--- src/rtl/token_classifier_counter_unit_defines.svh ---
// assertion macros for the token classifier counter unit
// used by the rtl modules that carry concurrent checks, no other dependencies
`ifndef TOKEN_CLASSIFIER_COUNTER_UNIT_DEFINES_SVH
`define TOKEN_CLASSIFIER_COUNTER_UNIT_DEFINES_SVH

// same-cycle implication, disabled while in reset
`define TCC_ASSERT_NOW(label, clk, rst_n, ante, cons) \
    label: assert property (@(posedge clk) disable iff (!rst_n) (ante) |-> (cons)) \
        else $error("tcc check failed");

// next-cycle implication, disabled while in reset
`define TCC_ASSERT_NEXT(label, clk, rst_n, ante, cons) \
    label: assert property (@(posedge clk) disable iff (!rst_n) (ante) |=> (cons)) \
        else $error("tcc check failed");

`endif

--- src/rtl/tcc_pkg.sv ---
// shared types, codes and keyword table for the token classifier counter unit
// no dependencies
`default_nettype none

package tcc_pkg;

    localparam int DEFAULT_COUNT_WIDTH = 8;
    localparam int KW_MAX_LEN          = 8;
    localparam int KW_COUNT            = 32;
    localparam int OUT_CNT_WIDTH       = 8;

    typedef enum logic [2:0] {
        CLASS_KEYWORD    = 3'd0,
        CLASS_CONSTANT   = 3'd1,
        CLASS_IDENT      = 3'd2,
        CLASS_RELATIONAL = 3'd3,
        CLASS_OTHER      = 3'd4
    } tok_class_t;

    typedef enum logic {
        KIND_TOKEN  = 1'b0,
        KIND_TOTALS = 1'b1
    } result_kind_t;

    typedef struct packed {
        logic token_done;
        logic line_done;
    } tcc_flags_t;

    typedef struct packed {
        tok_class_t                 cls;
        logic [OUT_CNT_WIDTH-1:0]   keyword_total;
        logic [OUT_CNT_WIDTH-1:0]   identifier_total;
        logic [OUT_CNT_WIDTH-1:0]   constant_total;
        logic [OUT_CNT_WIDTH-1:0]   arith_total;
        logic [OUT_CNT_WIDTH-1:0]   relational_total;
        logic [OUT_CNT_WIDTH-1:0]   bracket_total;
        logic [OUT_CNT_WIDTH-1:0]   punct_total;
    } tcc_result_t;

    // keywords right-justified, first character in the highest used byte
    localparam logic [8*KW_MAX_LEN-1:0] KW_WORDS [KW_COUNT] = '{
        64'("auto"),     64'("break"),    64'("case"),     64'("char"),
        64'("const"),    64'("continue"), 64'("default"),  64'("do"),
        64'("double"),   64'("else"),     64'("enum"),     64'("extern"),
        64'("float"),    64'("for"),      64'("goto"),     64'("if"),
        64'("int"),      64'("long"),     64'("register"), 64'("return"),
        64'("short"),    64'("signed"),   64'("sizeof"),   64'("static"),
        64'("struct"),   64'("switch"),   64'("typedef"),  64'("union"),
        64'("unsigned"), 64'("void"),     64'("volatile"), 64'("while")
    };

    localparam logic [3:0] KW_LENS [KW_COUNT] = '{
        4'd4, 4'd5, 4'd4, 4'd4, 4'd5, 4'd8, 4'd7, 4'd2,
        4'd6, 4'd4, 4'd4, 4'd6, 4'd5, 4'd3, 4'd4, 4'd2,
        4'd3, 4'd4, 4'd8, 4'd6, 4'd5, 4'd6, 4'd6, 4'd6,
        4'd6, 4'd6, 4'd7, 4'd5, 4'd8, 4'd4, 4'd8, 4'd5
    };

    localparam logic [7:0] CH_UNDERSCORE = "_";
    localparam logic [7:0] CH_PLUS       = "+";
    localparam logic [7:0] CH_MINUS      = "-";
    localparam logic [7:0] CH_STAR       = "*";
    localparam logic [7:0] CH_SLASH      = "/";
    localparam logic [7:0] CH_LPAREN     = "(";
    localparam logic [7:0] CH_RPAREN     = ")";
    localparam logic [7:0] CH_LBRACE     = "{";
    localparam logic [7:0] CH_RBRACE     = "}";
    localparam logic [7:0] CH_LBRACKET   = "[";
    localparam logic [7:0] CH_RBRACKET   = "]";
    localparam logic [7:0] CH_SEMI       = ";";
    localparam logic [7:0] CH_COMMA      = ",";
    localparam logic [7:0] CH_COLON      = ":";
    localparam logic [7:0] CH_PERIOD     = ".";
    localparam logic [7:0] CH_GT         = ">";
    localparam logic [7:0] CH_LT         = "<";
    localparam logic [7:0] CH_EQ         = "=";
    localparam logic [7:0] CH_BANG       = "!";
    localparam logic [7:0] CH_SPACE      = " ";
    localparam logic [7:0] CH_TAB        = 8'h09;
    localparam logic [7:0] CH_CR         = 8'h0D;

endpackage

`default_nettype wire

--- src/rtl/tcc_token_unit.sv ---
// token state, per-byte flags, classification and saturating line totals
// depends on tcc_pkg
`default_nettype none

module tcc_token_unit #(
    parameter int COUNT_WIDTH = tcc_pkg::DEFAULT_COUNT_WIDTH
) (
    input  logic                 clk,
    input  logic                 rst_n,
    input  logic                 load,
    input  logic [7:0]           text_byte,
    input  logic                 end_of_line,
    output tcc_pkg::tcc_flags_t  flags,
    output tcc_pkg::tcc_result_t result
);
    import tcc_pkg::*;

    localparam logic [COUNT_WIDTH-1:0] CNT_MAX = '1;
    localparam logic [COUNT_WIDTH-1:0] CNT_ONE = COUNT_WIDTH'(1);
    localparam logic [3:0]             LEN_CAP = 4'd15;
    localparam int PEND_ARITH   = 0;
    localparam int PEND_BRACKET = 1;
    localparam int PEND_PUNCT   = 2;
    localparam int TOT_KEYWORD  = 0;
    localparam int TOT_IDENT    = 1;
    localparam int TOT_CONST    = 2;
    localparam int TOT_ARITH    = 3;
    localparam int TOT_REL      = 4;
    localparam int TOT_BRACKET  = 5;
    localparam int TOT_PUNCT    = 6;

    function automatic logic [COUNT_WIDTH-1:0] sat_add(
        input logic [COUNT_WIDTH-1:0] a,
        input logic [COUNT_WIDTH-1:0] b
    );
        logic [COUNT_WIDTH:0] s;
        s = {1'b0, a} + {1'b0, b};
        return s[COUNT_WIDTH] ? CNT_MAX : s[COUNT_WIDTH-1:0];
    endfunction

    function automatic logic [OUT_CNT_WIDTH-1:0] low_byte(input logic [COUNT_WIDTH-1:0] v);
        logic [15:0] w;
        w = 16'(v);
        return w[OUT_CNT_WIDTH-1:0];
    endfunction

    logic [7:0]             text_reg   [KW_MAX_LEN];
    logic [7:0]             text_next  [KW_MAX_LEN];
    logic [3:0]             len_reg, len_next, len_upd;
    logic                   inside_reg, inside_next, inside_upd;
    logic                   digits_reg, digits_next, digits_upd;
    logic                   ident_reg, ident_next, ident_upd;
    logic [COUNT_WIDTH-1:0] pend_reg   [3];
    logic [COUNT_WIDTH-1:0] pend_next  [3];
    logic [COUNT_WIDTH-1:0] pend_upd   [3];
    logic [COUNT_WIDTH-1:0] tot_reg    [7];
    logic [COUNT_WIDTH-1:0] tot_next   [7];
    logic [COUNT_WIDTH-1:0] tot_upd    [7];

    logic                      is_space, is_digit, is_alpha;
    logic                      closing;
    logic [8*KW_MAX_LEN-1:0]   tok_word;
    logic                      kw_hit, rel_hit;
    tok_class_t                cls;

    assign is_space = (text_byte == CH_SPACE) || (text_byte >= CH_TAB && text_byte <= CH_CR);
    assign is_digit = (text_byte >= "0") && (text_byte <= "9");
    assign is_alpha = ((text_byte >= "a") && (text_byte <= "z"))
                   || ((text_byte >= "A") && (text_byte <= "Z"));

    // byte joins the open token
    always_comb
    begin
        text_next  = text_reg;
        len_upd    = len_reg;
        inside_upd = inside_reg;
        digits_upd = digits_reg;
        ident_upd  = ident_reg;
        pend_upd   = pend_reg;
        if (!is_space)
        begin
            if (len_reg < 4'(KW_MAX_LEN))
                text_next[len_reg[2:0]] = text_byte;
            if (len_reg == 4'd0 && is_digit)
                ident_upd = 1'b0;
            if (!is_digit)
                digits_upd = 1'b0;
            if (!is_digit && !is_alpha && text_byte != CH_UNDERSCORE)
                ident_upd = 1'b0;
            if (text_byte == CH_PLUS || text_byte == CH_MINUS ||
                text_byte == CH_STAR || text_byte == CH_SLASH)
                pend_upd[PEND_ARITH] = sat_add(pend_reg[PEND_ARITH], CNT_ONE);
            else if (text_byte == CH_LPAREN || text_byte == CH_RPAREN ||
                     text_byte == CH_LBRACE || text_byte == CH_RBRACE ||
                     text_byte == CH_LBRACKET || text_byte == CH_RBRACKET)
                pend_upd[PEND_BRACKET] = sat_add(pend_reg[PEND_BRACKET], CNT_ONE);
            else if (text_byte == CH_SEMI || text_byte == CH_COMMA ||
                     text_byte == CH_COLON || text_byte == CH_PERIOD)
                pend_upd[PEND_PUNCT] = sat_add(pend_reg[PEND_PUNCT], CNT_ONE);
            if (len_reg < LEN_CAP)
                len_upd = len_reg + 4'd1;
            inside_upd = 1'b1;
        end
    end

    assign closing = inside_upd && (is_space || end_of_line);

    // token text packed right-justified for the keyword compare
    always_comb
    begin
        tok_word = '0;
        for (int i = 0; i < KW_MAX_LEN; i++)
        begin
            if (4'(i) < len_upd)
                tok_word = {tok_word[8*KW_MAX_LEN-9:0], text_next[i]};
        end
    end

    always_comb
    begin
        kw_hit = 1'b0;
        for (int k = 0; k < KW_COUNT; k++)
        begin
            if (KW_LENS[k] == len_upd && KW_WORDS[k] == tok_word)
                kw_hit = 1'b1;
        end
    end

    always_comb
    begin
        rel_hit = 1'b0;
        if (len_upd == 4'd1)
            rel_hit = (text_next[0] == CH_GT) || (text_next[0] == CH_LT);
        else if (len_upd == 4'd2)
            rel_hit = (text_next[1] == CH_EQ) &&
                      ((text_next[0] == CH_GT) || (text_next[0] == CH_LT) ||
                       (text_next[0] == CH_EQ) || (text_next[0] == CH_BANG));
    end

    always_comb
    begin
        cls     = CLASS_OTHER;
        tot_upd = tot_reg;
        if (closing)
        begin
            priority if (kw_hit)
            begin
                cls                  = CLASS_KEYWORD;
                tot_upd[TOT_KEYWORD] = sat_add(tot_reg[TOT_KEYWORD], CNT_ONE);
            end
            else if (digits_upd)
            begin
                cls                = CLASS_CONSTANT;
                tot_upd[TOT_CONST] = sat_add(tot_reg[TOT_CONST], CNT_ONE);
            end
            else if (ident_upd)
            begin
                cls                = CLASS_IDENT;
                tot_upd[TOT_IDENT] = sat_add(tot_reg[TOT_IDENT], CNT_ONE);
            end
            else if (rel_hit)
            begin
                cls              = CLASS_RELATIONAL;
                tot_upd[TOT_REL] = sat_add(tot_reg[TOT_REL], CNT_ONE);
            end
            else
            begin
                cls                  = CLASS_OTHER;
                tot_upd[TOT_ARITH]   = sat_add(tot_reg[TOT_ARITH], pend_upd[PEND_ARITH]);
                tot_upd[TOT_BRACKET] = sat_add(tot_reg[TOT_BRACKET], pend_upd[PEND_BRACKET]);
                tot_upd[TOT_PUNCT]   = sat_add(tot_reg[TOT_PUNCT], pend_upd[PEND_PUNCT]);
            end
        end
    end

    always_comb
    begin
        len_next    = len_upd;
        inside_next = inside_upd;
        digits_next = digits_upd;
        ident_next  = ident_upd;
        pend_next   = pend_upd;
        tot_next    = tot_upd;
        if (closing)
        begin
            len_next    = 4'd0;
            inside_next = 1'b0;
            digits_next = 1'b1;
            ident_next  = 1'b1;
            pend_next   = '{default: '0};
        end
        if (end_of_line)
            tot_next = '{default: '0};
    end

    assign flags.token_done = closing;
    assign flags.line_done  = end_of_line;

    assign result.cls              = cls;
    assign result.keyword_total    = low_byte(tot_upd[TOT_KEYWORD]);
    assign result.identifier_total = low_byte(tot_upd[TOT_IDENT]);
    assign result.constant_total   = low_byte(tot_upd[TOT_CONST]);
    assign result.arith_total      = low_byte(tot_upd[TOT_ARITH]);
    assign result.relational_total = low_byte(tot_upd[TOT_REL]);
    assign result.bracket_total    = low_byte(tot_upd[TOT_BRACKET]);
    assign result.punct_total      = low_byte(tot_upd[TOT_PUNCT]);

    always_ff @(posedge clk or negedge rst_n)
    begin
        if (!rst_n)
        begin
            len_reg    <= '0;
            inside_reg <= 1'b0;
            digits_reg <= 1'b1;
            ident_reg  <= 1'b1;
            pend_reg   <= '{default: '0};
            tot_reg    <= '{default: '0};
        end
        else if (load)
        begin
            len_reg    <= len_next;
            inside_reg <= inside_next;
            digits_reg <= digits_next;
            ident_reg  <= ident_next;
            pend_reg   <= pend_next;
            tot_reg    <= tot_next;
        end
    end

    // token text holds no reset, entries are read only once written
    always_ff @(posedge clk)
    begin
        if (load)
            text_reg <= text_next;
    end

endmodule

`default_nettype wire

--- src/rtl/token_classifier_counter_unit.sv ---
// top level of the token classifier counter unit: input register, result pair register
// depends on tcc_pkg, tcc_token_unit and token_classifier_counter_unit_defines.svh
//
//   channel | dir | tdata                               | tuser       | tlast
//   s_*     | in  | text_byte                           | -           | end_of_line
//   m_*     | out | token_class, seven totals, 5'b0 pad | result_kind | last_of_run
//
// one byte a cycle while the m side takes each result: the byte waits in the input
// register, then the token unit classifies it and loads the result pair register
// in a single pass; a byte that ends a token and the line gives two requests,
// and meanwhile one further byte can wait in the input register
// rst_n clears all handshake state, token flags and line totals
// a stalled m side holds the pair register and, one byte later, s_tready drops
`default_nettype none
`include "token_classifier_counter_unit_defines.svh"

module token_classifier_counter_unit #(
    parameter int COUNT_WIDTH = tcc_pkg::DEFAULT_COUNT_WIDTH
) (
    input  logic        clk,
    input  logic        rst_n,
    input  logic        s_tvalid,
    output logic        s_tready,
    input  logic [7:0]  s_tdata,   // [7:0] text_byte
    input  logic        s_tlast,
    output logic        m_tvalid,
    input  logic        m_tready,
    output logic [63:0] m_tdata,   // [2:0] token_class, [10:3] keyword_total,
                                   // [18:11] identifier_total, [26:19] constant_total,
                                   // [34:27] arith_total, [42:35] relational_total,
                                   // [50:43] bracket_total, [58:51] punct_total
    output logic [0:0]  m_tuser,   // [0] result_kind
    output logic        m_tlast
);
    import tcc_pkg::*;

    logic        in_valid_reg;
    logic [7:0]  in_byte_reg;
    logic        in_eol_reg;
    logic        tok_pend_reg, tot_pend_reg;
    tcc_result_t res_reg;
    tcc_flags_t  unit_flags;
    tcc_result_t unit_result;
    logic        pop, pair_free, in_advance;
    tok_class_t  out_cls;
    result_kind_t out_kind;

    tcc_token_unit #(
        .COUNT_WIDTH (COUNT_WIDTH)
    ) u_token (
        .clk         (clk),
        .rst_n       (rst_n),
        .load        (in_advance),
        .text_byte   (in_byte_reg),
        .end_of_line (in_eol_reg),
        .flags       (unit_flags),
        .result      (unit_result)
    );

    assign pop        = m_tvalid && m_tready;
    assign pair_free  = !(tok_pend_reg || tot_pend_reg) ||
                        (pop && !(tok_pend_reg && tot_pend_reg));
    assign in_advance = in_valid_reg && pair_free;
    assign s_tready   = !in_valid_reg || in_advance;

    always_ff @(posedge clk or negedge rst_n)
    begin
        if (!rst_n)
            in_valid_reg <= 1'b0;
        else if (s_tvalid && s_tready)
            in_valid_reg <= 1'b1;
        else if (in_advance)
            in_valid_reg <= 1'b0;
    end

    always_ff @(posedge clk)
    begin
        if (s_tvalid && s_tready)
        begin
            in_byte_reg <= s_tdata;
            in_eol_reg  <= s_tlast;
        end
    end

    always_ff @(posedge clk or negedge rst_n)
    begin
        if (!rst_n)
        begin
            tok_pend_reg <= 1'b0;
            tot_pend_reg <= 1'b0;
        end
        else if (in_advance)
        begin
            tok_pend_reg <= unit_flags.token_done;
            tot_pend_reg <= unit_flags.line_done;
        end
        else if (pop)
        begin
            if (tok_pend_reg)
                tok_pend_reg <= 1'b0;
            else
                tot_pend_reg <= 1'b0;
        end
    end

    always_ff @(posedge clk)
    begin
        if (in_advance)
            res_reg <= unit_result;
    end

    // token request goes first, totals follow
    assign out_kind = tok_pend_reg ? KIND_TOKEN : KIND_TOTALS;
    assign out_cls  = tok_pend_reg ? res_reg.cls : CLASS_KEYWORD;

    assign m_tvalid = tok_pend_reg || tot_pend_reg;
    assign m_tlast  = !(tok_pend_reg && tot_pend_reg);
    assign m_tuser  = out_kind;
    assign m_tdata  = {5'b0,
                       res_reg.punct_total,
                       res_reg.bracket_total,
                       res_reg.relational_total,
                       res_reg.arith_total,
                       res_reg.constant_total,
                       res_reg.identifier_total,
                       res_reg.keyword_total,
                       out_cls};

    `TCC_ASSERT_NOW(a_totals_last, clk, rst_n,
        m_tvalid && m_tuser == KIND_TOTALS, m_tlast)
    `TCC_ASSERT_NOW(a_totals_class, clk, rst_n,
        m_tvalid && m_tuser == KIND_TOTALS, m_tdata[2:0] == CLASS_KEYWORD)
    `TCC_ASSERT_NEXT(a_token_then_totals, clk, rst_n,
        m_tvalid && m_tready && m_tuser == KIND_TOKEN && !m_tlast,
        m_tvalid && m_tuser == KIND_TOTALS)
    `TCC_ASSERT_NOW(a_no_load_when_pair_full, clk, rst_n,
        tok_pend_reg && tot_pend_reg, !in_advance)

endmodule

`default_nettype wire
--- config.mk ---
export PLATFORM = sky130hd
export DESIGN_NAME = token_classifier_counter_unit
export DESIGN_NICKNAME = d
export VERILOG_FILES = /design/src/rtl/tcc_pkg.sv /design/src/rtl/tcc_token_unit.sv /design/src/rtl/token_classifier_counter_unit.sv
export VERILOG_INCLUDE_DIRS = /design/src /design/src/rtl
export SDC_FILE = /design/constraint.sdc
export NUM_CORES = 1
export LEC_CHECK = 0
export ABC_AREA = 1
export BUFFER_PORTS_ARGS = -buffer_cell sky130_fd_sc_hd__buf_2
export CORE_MARGIN = 2
export CORE_UTILIZATION = 30
export CTS_CLUSTER_SIZE = 30
export DETAILED_ROUTE_END_ITERATION = 16
export PLACE_DENSITY_LB_ADDON = 0.12
export SYNTH_ARGS = -nofsm -noshare
export SYNTH_HDL_FRONTEND = slang
export SYNTH_SLANG_ARGS = --single-unit
--- constraint.sdc ---
create_clock -name clk -period 13.21 [get_ports clk]
set_clock_uncertainty 0.2 [all_clocks]
set_input_delay 0 -clock clk [delete_from_list [all_inputs] [get_ports clk]]
set_output_delay 0 -clock clk [all_outputs]
set_load 0.05 [all_outputs]
==> results of run 1 <==
-- placed cells by master, fill, tap and decap left out, types with 15 or more instances in the layout --
master         instances
ha_1                  33
o21ai_0              129
nor3_1                63
nand2_1              959
buf_2                 74
buf_4                 17
o21ai_1               34
a21oi_1               68
nand3_1              429
xor2_1                18
edfxtp_1             132
nor2_1               293
dfrtp_1               88
dlygate4sd3_1         25
clkbuf_16             31
nor2_2                28
inv_1                386
nor4_1                15
nand4_1               66
o22ai_1               27
nand2_2               21
inv_2                 24
-- metrics by stage --
step                instance area [µm²]  hold slack, ns  instances  setup slack [ns]
finish                            21500           0.101       3953              4.55
detailed placement                20200          -0.134       3875              4.57
global placement                  20200          -0.128       3875              4.63
global route                      21500           0.150       3953              3.79
floorplan                         19700          -0.496       3098              7.50
CTS                               21500          0.0707       3953              4.58
-- path summary, 6_finish.rpt --
path / start / slack, ns / to / cells after the start
min: m_tready / 0.10 / tot_pend_reg$_DFFE_PN0P_ / 5
min reg2reg: u_token.digits_reg$_DFFE_PN1P_ / 0.28 / u_token.digits_reg$_DFFE_PN1P_ / 2
max: in_byte_reg[4]$_DFFE_PP_ / 4.55 / m_tdata[58]$_DFFE_PP_ / 31
max reg2reg: in_byte_reg[4]$_DFFE_PP_ / 4.55 / m_tdata[58]$_DFFE_PP_ / 31
max in group asynchronous: rst_n / 11.80 / u_token.tot_reg[53]$_DFFE_PN0P_ / 4
min in group asynchronous: rst_n / 0.30 / u_token.tot_reg[12]$_DFFE_PN0P_ / 4
-- per-layer routing --
metal	GRT usage, %	vias up	wire [µm]
li1	-	9954	-
met1	31.0	9599	35500
met2	37.7	623	35400
met3	1.62	109	3520
met4	6.21	0	2030
met5	0	-	0
-- cell type report --
type,count,area (µm²),area share (%)
multi-input cells,2294,10900,50.7
clock inverters,13,141,0.659
clock buffers,39,836,3.89
inverters,413,1550,7.22
well taps,855,1070,4.98
flip-flops and latches,222,6220,29.0
repair buffers,117,776,3.61
-- worst max-delay path: cells and delay by family, from the launching register on --
family          cells  cell delay (ns)
compound gates      1             0.15
buf+inv             6             2.23
flops               1             0.51
simple gates       24             5.19
-- power groups by stage --
stage                     sequential [mW]  clock (mW)  combinational (mW)
after floorplan                      1.25           0                3.26
after global placement               1.28           0                4.45
after detailed placement             1.28           0                4.43
after CTS                            1.27       0.830                4.45
after global routing                 1.30       0.857                4.96
final                                1.26       0.804                4.50
-- cells by family (layout without fill, tap and decap cells) --
| logic type | after synthesis | in the layout |
|---|---|---|
| other | 1 | 5 |
| AOI/OAI and AO/OA | 294 | 294 |
| DFF | 222 | 222 |
| xor gates and xnor gates | 25 | 25 |
| buffers and inverters | 582 | 582 |
| and+or+nand+nor | 1934 | 1934 |
| adders and majority gates | 36 | 36 |
==> run metrics, run 1 <==
status=finished, final reports clean; CTS tree=built; RSZ-0062 raised after global routing=no; largest net degree at the start of global routing=between 60 and 70; CP Capture Type=flip-flop; largest family of logic cells by synthesized area=simple AND/OR/NAND/NOR gates; CP Data Required Time=around 13 ns; xor and xnor fraction of the mapped netlist area=under 10%; share of the yosys chip area belonging to registers=31.6%; Synth Register Bits=roughly 220; logic gate share of total power=68.5%; setup TNS=0 ns; clock root cell=clkbuf_16; Post-synth EDFFs=132; Pleak=10.2 nW; Max Fclk=~120 MHz; H-tree depth=1; DR iter-0 viols=roughly 1,800; Yosys top cell by area=edfxtp_1; DP Wirelength=57,900 µm; I/O pins=81; clock share of power=~12%; Slew Viols, Final=0; clock latency at the later pin of the worst-skew pair=0.59 ns; post-layout util=between 30% and 40%; most frequent cells after synthesis=nand2_1 (959), nand3_1 (429), inv_1 (386), nor2_1 (295), edfxtp_1 (132); P&R area growth vs syn=9.11%; crit share post-route=between 60% and 70%; ys async rst share=between 40% and 50%; Hold Path Class=input port to flip-flop; postcts setup bufs=0; PD cells=~300 nW/µm²; most used cell, CP=nand2_1; Critical Path AT=around 8.8 ns; Longest Clk Path Bufs=3; core area=64,700 µm²; max-cap violation count=0; grt ovf=0; hold_buf cts=26; placer congestion estimate=just under 1; ANT nets after route=0; Max-slew headroom=about a quarter; maximum VDD drop=0.114 mV; sequential power share=around a fifth; CTS Sinks=about 220; vias in the first global route=19,485; share of the synthesized area in the top cell type=around a fifth; most numerous cell in the Yosys netlist=nand2_1; worst-path maximum fanout=between 60 and 70; Final min period=8.66 ns; compound-cell area share of the yosys netlist=between 8 and 9%; FILL cells=between 7,000 and 8,000; die width=~260 µm; Mapped Avg Cell Area=6.36 µm²; post-synth cell types=56; Post-Syn Area=just under 20,000 µm²; port bufs=75; initial antenna violation count=0; drt wl/cell=~19 µm; WS Path Type=flip-flop to flip-flop; row count=93; YS warnings=0; drt pass-1 iters=6; Final Power=around 6.6 mW; Hold Violations, Final=0; Nets=approximately 3,100; Synth Area in Adders=around 2.4%; DRC Markers=0; Net Sw Frac=between 50 and 60%; Worst-Margin Slew=between 1 and 1.5 ns; first-pass GRT wire length=118,000 µm; multiplexer share of the synthesized area=0%; chip height=~260 µm; Post-Syn Instances=~3,100; Simple-Gate Fraction of Synth Area=about 43%; Vias=20,285; share of layout cells above drive strength 1=under 10%; number of flip-flops in the largest register=64; Psw=roughly 3.9 mW; top cells by area, synth=edfxtp_1 (20%), nand2_1 (18%), dfrtp_1 (11%); DR vias/cell=between 5 and 6; Int Pwr=roughly 2.6 mW; Total GRT Usage=between 20 and 25%; cts repair resizes=0; full die area=between 60,000 and 70,000 µm²; Largest stage delay, worst path=between 0.6 and 0.7 ns; Initial Util=30.4%; TritonCTS buffer count=28; CP Launch Type=flip-flop; drt total wl=between 70,000 and 80,000 µm; setup violators final=0; Worst-path clk slew=0.06 ns; diode count=0; ys flop type=edfxtp_1; Worst path slowest cell=nand2_2
No activity file was read; power rests on OpenSTA's default activity.
==> run 2: changes to the inputs <==
ABC_AREA = 0   (was 1)
clock period = 7.8 ns   (was 13.21 ns; I/O delays follow)
==> run 2 against run 1 <==
Against the previous run:
- count of clock-buffer cells in the layout grew 8
- cell area up 0.79%
- critical path type unchanged
- critical path depth shrank 13
- utilization is 1.8 points higher
- critical endpoint is now m_tdata[10]$_DFFE_PP_
- wire length is 5.9% higher
- cell count down 19%
- sequential cell count unchanged
- synthesized area shrank 4.1%
==> run metrics, run 2 <==
Hold Path Class=input port to flip-flop; worst flop-to-flop path startpoint=in_byte_reg[2]$_DFFE_PP_; top cells by area, synth=edfxtp_1 (21%), dfrtp_1 (12%), mux2i_1 (4.8%); share of layout cells above drive strength 1=17.4% (+8.9 points); row count=91 (-2.2%); initial antenna violation count=2 (+2); Yosys top cell by area=edfxtp_1; commonest non-fill, non-tap cell in the layout=nand2_1; max-cap violation count=0 (unchanged); DP Wirelength=61,500 µm (+6.2%); Worst-path clk slew=0.06 ns (about the same); drt pass-1 iters=7 (+1); crit path from=in_byte_reg[2]$_DFFE_PP_; largest net degree at the start of global routing=146 (+120%); RSZ-0062 raised after global routing=no; most numerous cell in the Yosys netlist=nand2_1; Slew Viols, Final=0 (unchanged); grt ovf=0 (unchanged); CP Launch Type=flip-flop; P&R area growth vs syn=14.6%; postcts setup bufs=0 (unchanged); CTS Sinks=222 (unchanged); I/O pins=81 (unchanged); TritonCTS buffer count=30 (+7.1%); drt total wl=80,900 µm (+5.9%); die width=255 µm (-2.0%); Hold Violations, Final=0 (unchanged); most frequent cells after synthesis=nand2_1 (207), nor2_1 (204), edfxtp_1 (132), nand3_1 (122), a21oi_1 (103); number of flip-flops in the largest register=64 (unchanged); setup violators final=0 (unchanged); Worst Min Path Start=m_tready; dpl ws=0.294 ns (-4.28 ns); first-pass GRT wire length=120,000 µm (+1.0%); Final min period=7.65 ns (-1.01 ns); final worst-path setup slack=0.147 ns (-4.40 ns); status=finished, final reports clean; Total GRT Usage=24.5% (+2.0 points); Longest Clk Path Bufs=3 (unchanged); Initial Util=30.5% (+0.061 points); core area=61,900 µm² (-4.3%); CTS tree=built; H-tree depth=1 (unchanged); vias in the first global route=18,254 (-6.3%); Max Fclk=131 MHz (+13%); share of the synthesized area in the top cell type=21.0% (+0.85 points); Nets=2,389 (-24%); Post-Syn Instances=2,228 (-28%); ANT nets after route=0 (unchanged); clock latency at the later pin of the worst-skew pair=0.59 ns (about the same); CP Capture Type=flip-flop; Vias=18,921 (-6.7%); Worst-Margin Slew=1.28 ns (+0.167 ns); drt wl/cell=25.3 µm (+31%); CP Data Required Time=7.94 ns (-5.40 ns); placer congestion estimate=1.01 (+1.8%); chip height=255 µm (-2.0%); maximum VDD drop=0.179 mV (+57%); Mapped Avg Cell Area=8.47 µm² (+33%); WS Path Type=flip-flop to flip-flop; most frequent cells in the layout=nand2_1 (207), nor2_1 (203), buf_4 (170); Synth Register Bits=222 (unchanged); share of the yosys chip area belonging to registers=32.9% (+1.3 points); post-synth cell types=125 (+120%); Post-synth EDFFs=132 (unchanged); worst-path maximum fanout=14 (-78%); worst hold margin=0.0817 ns (-0.0193 ns); YS warnings=0 (unchanged); Critical Path AT=7.79 ns (-1.01 ns); setup TNS=0 ns (unchanged); Post-Syn Area=18,900 µm² (-4.1%); port bufs=75 (unchanged); ys async rst share=40.5% (unchanged); ys flop type=edfxtp_1; full die area=64,900 µm² (-4.0%); Final Power=9.35 mW (+42%); DR vias/cell=5.91 (+15%); Max-slew headroom=14.6% (-10 points); DR iter-0 viols=1,753 (-4.2%); DRC Markers=0 (unchanged); Pleak=8.48 nW (-17%); PD cells=432 nW/µm² (+41%); clock root cell=clkbuf_16; crit share post-route=98.1% (+33 points)
[run 2: changes by cell type after synthesis, sizes merged, moves of 25 or more]
cell    previous run  this run
inv              410        93
nand2            988       209
o21ai            169       121
a31oi              3        43
mux2i              0        91
and3               1        40
and2               3        31
mux2               0        35
nand3            442       122
nand2b             0        25
nor4              15        55
a21oi             70       105
nor2             330       212
clkbuf            34        59
[run 2: critical path, stage by stage, from the launching register on]
cell and delay [ns]:
edfxtp_1 0.60, or2_4 0.34, o2111a_2 0.39, buf_4 0.23, nor3_1 0.91, o211ai_1 0.36
a221oi_1 0.76, a2111oi_2 0.16, o21a_1 0.24, a211o_1 0.43, buf_4 0.23, nor3b_1 0.69
a32oi_1 0.13, o32ai_1 0.49, a211oi_2 0.26, o22ai_1 0.28, nor2_2 0.11, nor3_1 0.22
mux2_1 0.34
[run 2: cell families after synthesis]
logic type      after synthesis  share of synthesized area [%]
buf+inv                     292                           8.80
other cells                   1                         0.0199
flops                       222                           32.9
compound gates              601                           22.4
mux                         126                           6.95
fa+ha+maj                    37                           2.56
xor+xnor                     25                           1.16
simple gates                924                           25.2
[run 2: final cells by class]
class | instances | area (µm²)
fill | 6457 | 40300
tap | 837 | 1050
multi-input combinational | 1718 | 11000
clock buffer | 47 | 886
inverter | 95 | 364
clock inverter | 9 | 85.1
timing repair buffer | 273 | 1990
sequential | 222 | 6220
antenna | 1 | 2.50
[run 2: worst paths after layout]
| kind | slack [ns] | end | depth (start not counted) |
|---|---|---|---|
| max in group asynchronous | 6.20 | u_token.tot_reg[17]$_DFFE_PN0P_ | 4 |
| min in group asynchronous | 0.32 | u_token.ident_reg$_DFFE_PN1P_ | 3 |
| worst max register to register | 0.15 | m_tdata[10]$_DFFE_PP_ | 18 |
| worst max-delay path | 0.15 | m_tdata[10]$_DFFE_PP_ | 18 |
| worst min-delay path | 0.08 | tok_pend_reg$_DFFE_PN0P_ | 5 |
| worst min register to register | 0.32 | u_token.digits_reg$_DFFE_PN1P_ | 2 |
[run 2: power by group]
| part | switching (mW) | total, mW | internal, mW | leakage, nW |
|---|---|---|---|---|
| clock | 0.562 | 1.35 | 0.784 | 0.472 |
| sequential | 0.264 | 2.00 | 1.74 | 2.51 |
| combinational | 4.25 | 6.00 | 1.75 | 5.50 |
[run 2: routing by layer]
metal | up-vias | GRT usage (%) | part of all wire (%)
li1 | 8636 | - | -
met1 | 9226 | 32.3 | 43
met2 | 827 | 38.9 | 44
met3 | 228 | 4.51 | 7.5
met4 | 4 | 11.2 | 5.3
met5 | - | 0 | 0.031
[run 2: what timing repair did]
item                       CTS  global route
hold buffers                25             0
hold endpoints to repair   110             0
setup endpoints to repair    0            27
resized for setup            0             1
[run 2: per-stage QoR]
step,cells,instance area (µm²),util (%)
global route,3201,21600,34.9
finish,3202,21600,34.9
detailed placement,3120,20400,32.9
CTS,3201,21600,34.9
floorplan,2232,18900,-
global placement,3120,20400,32.9
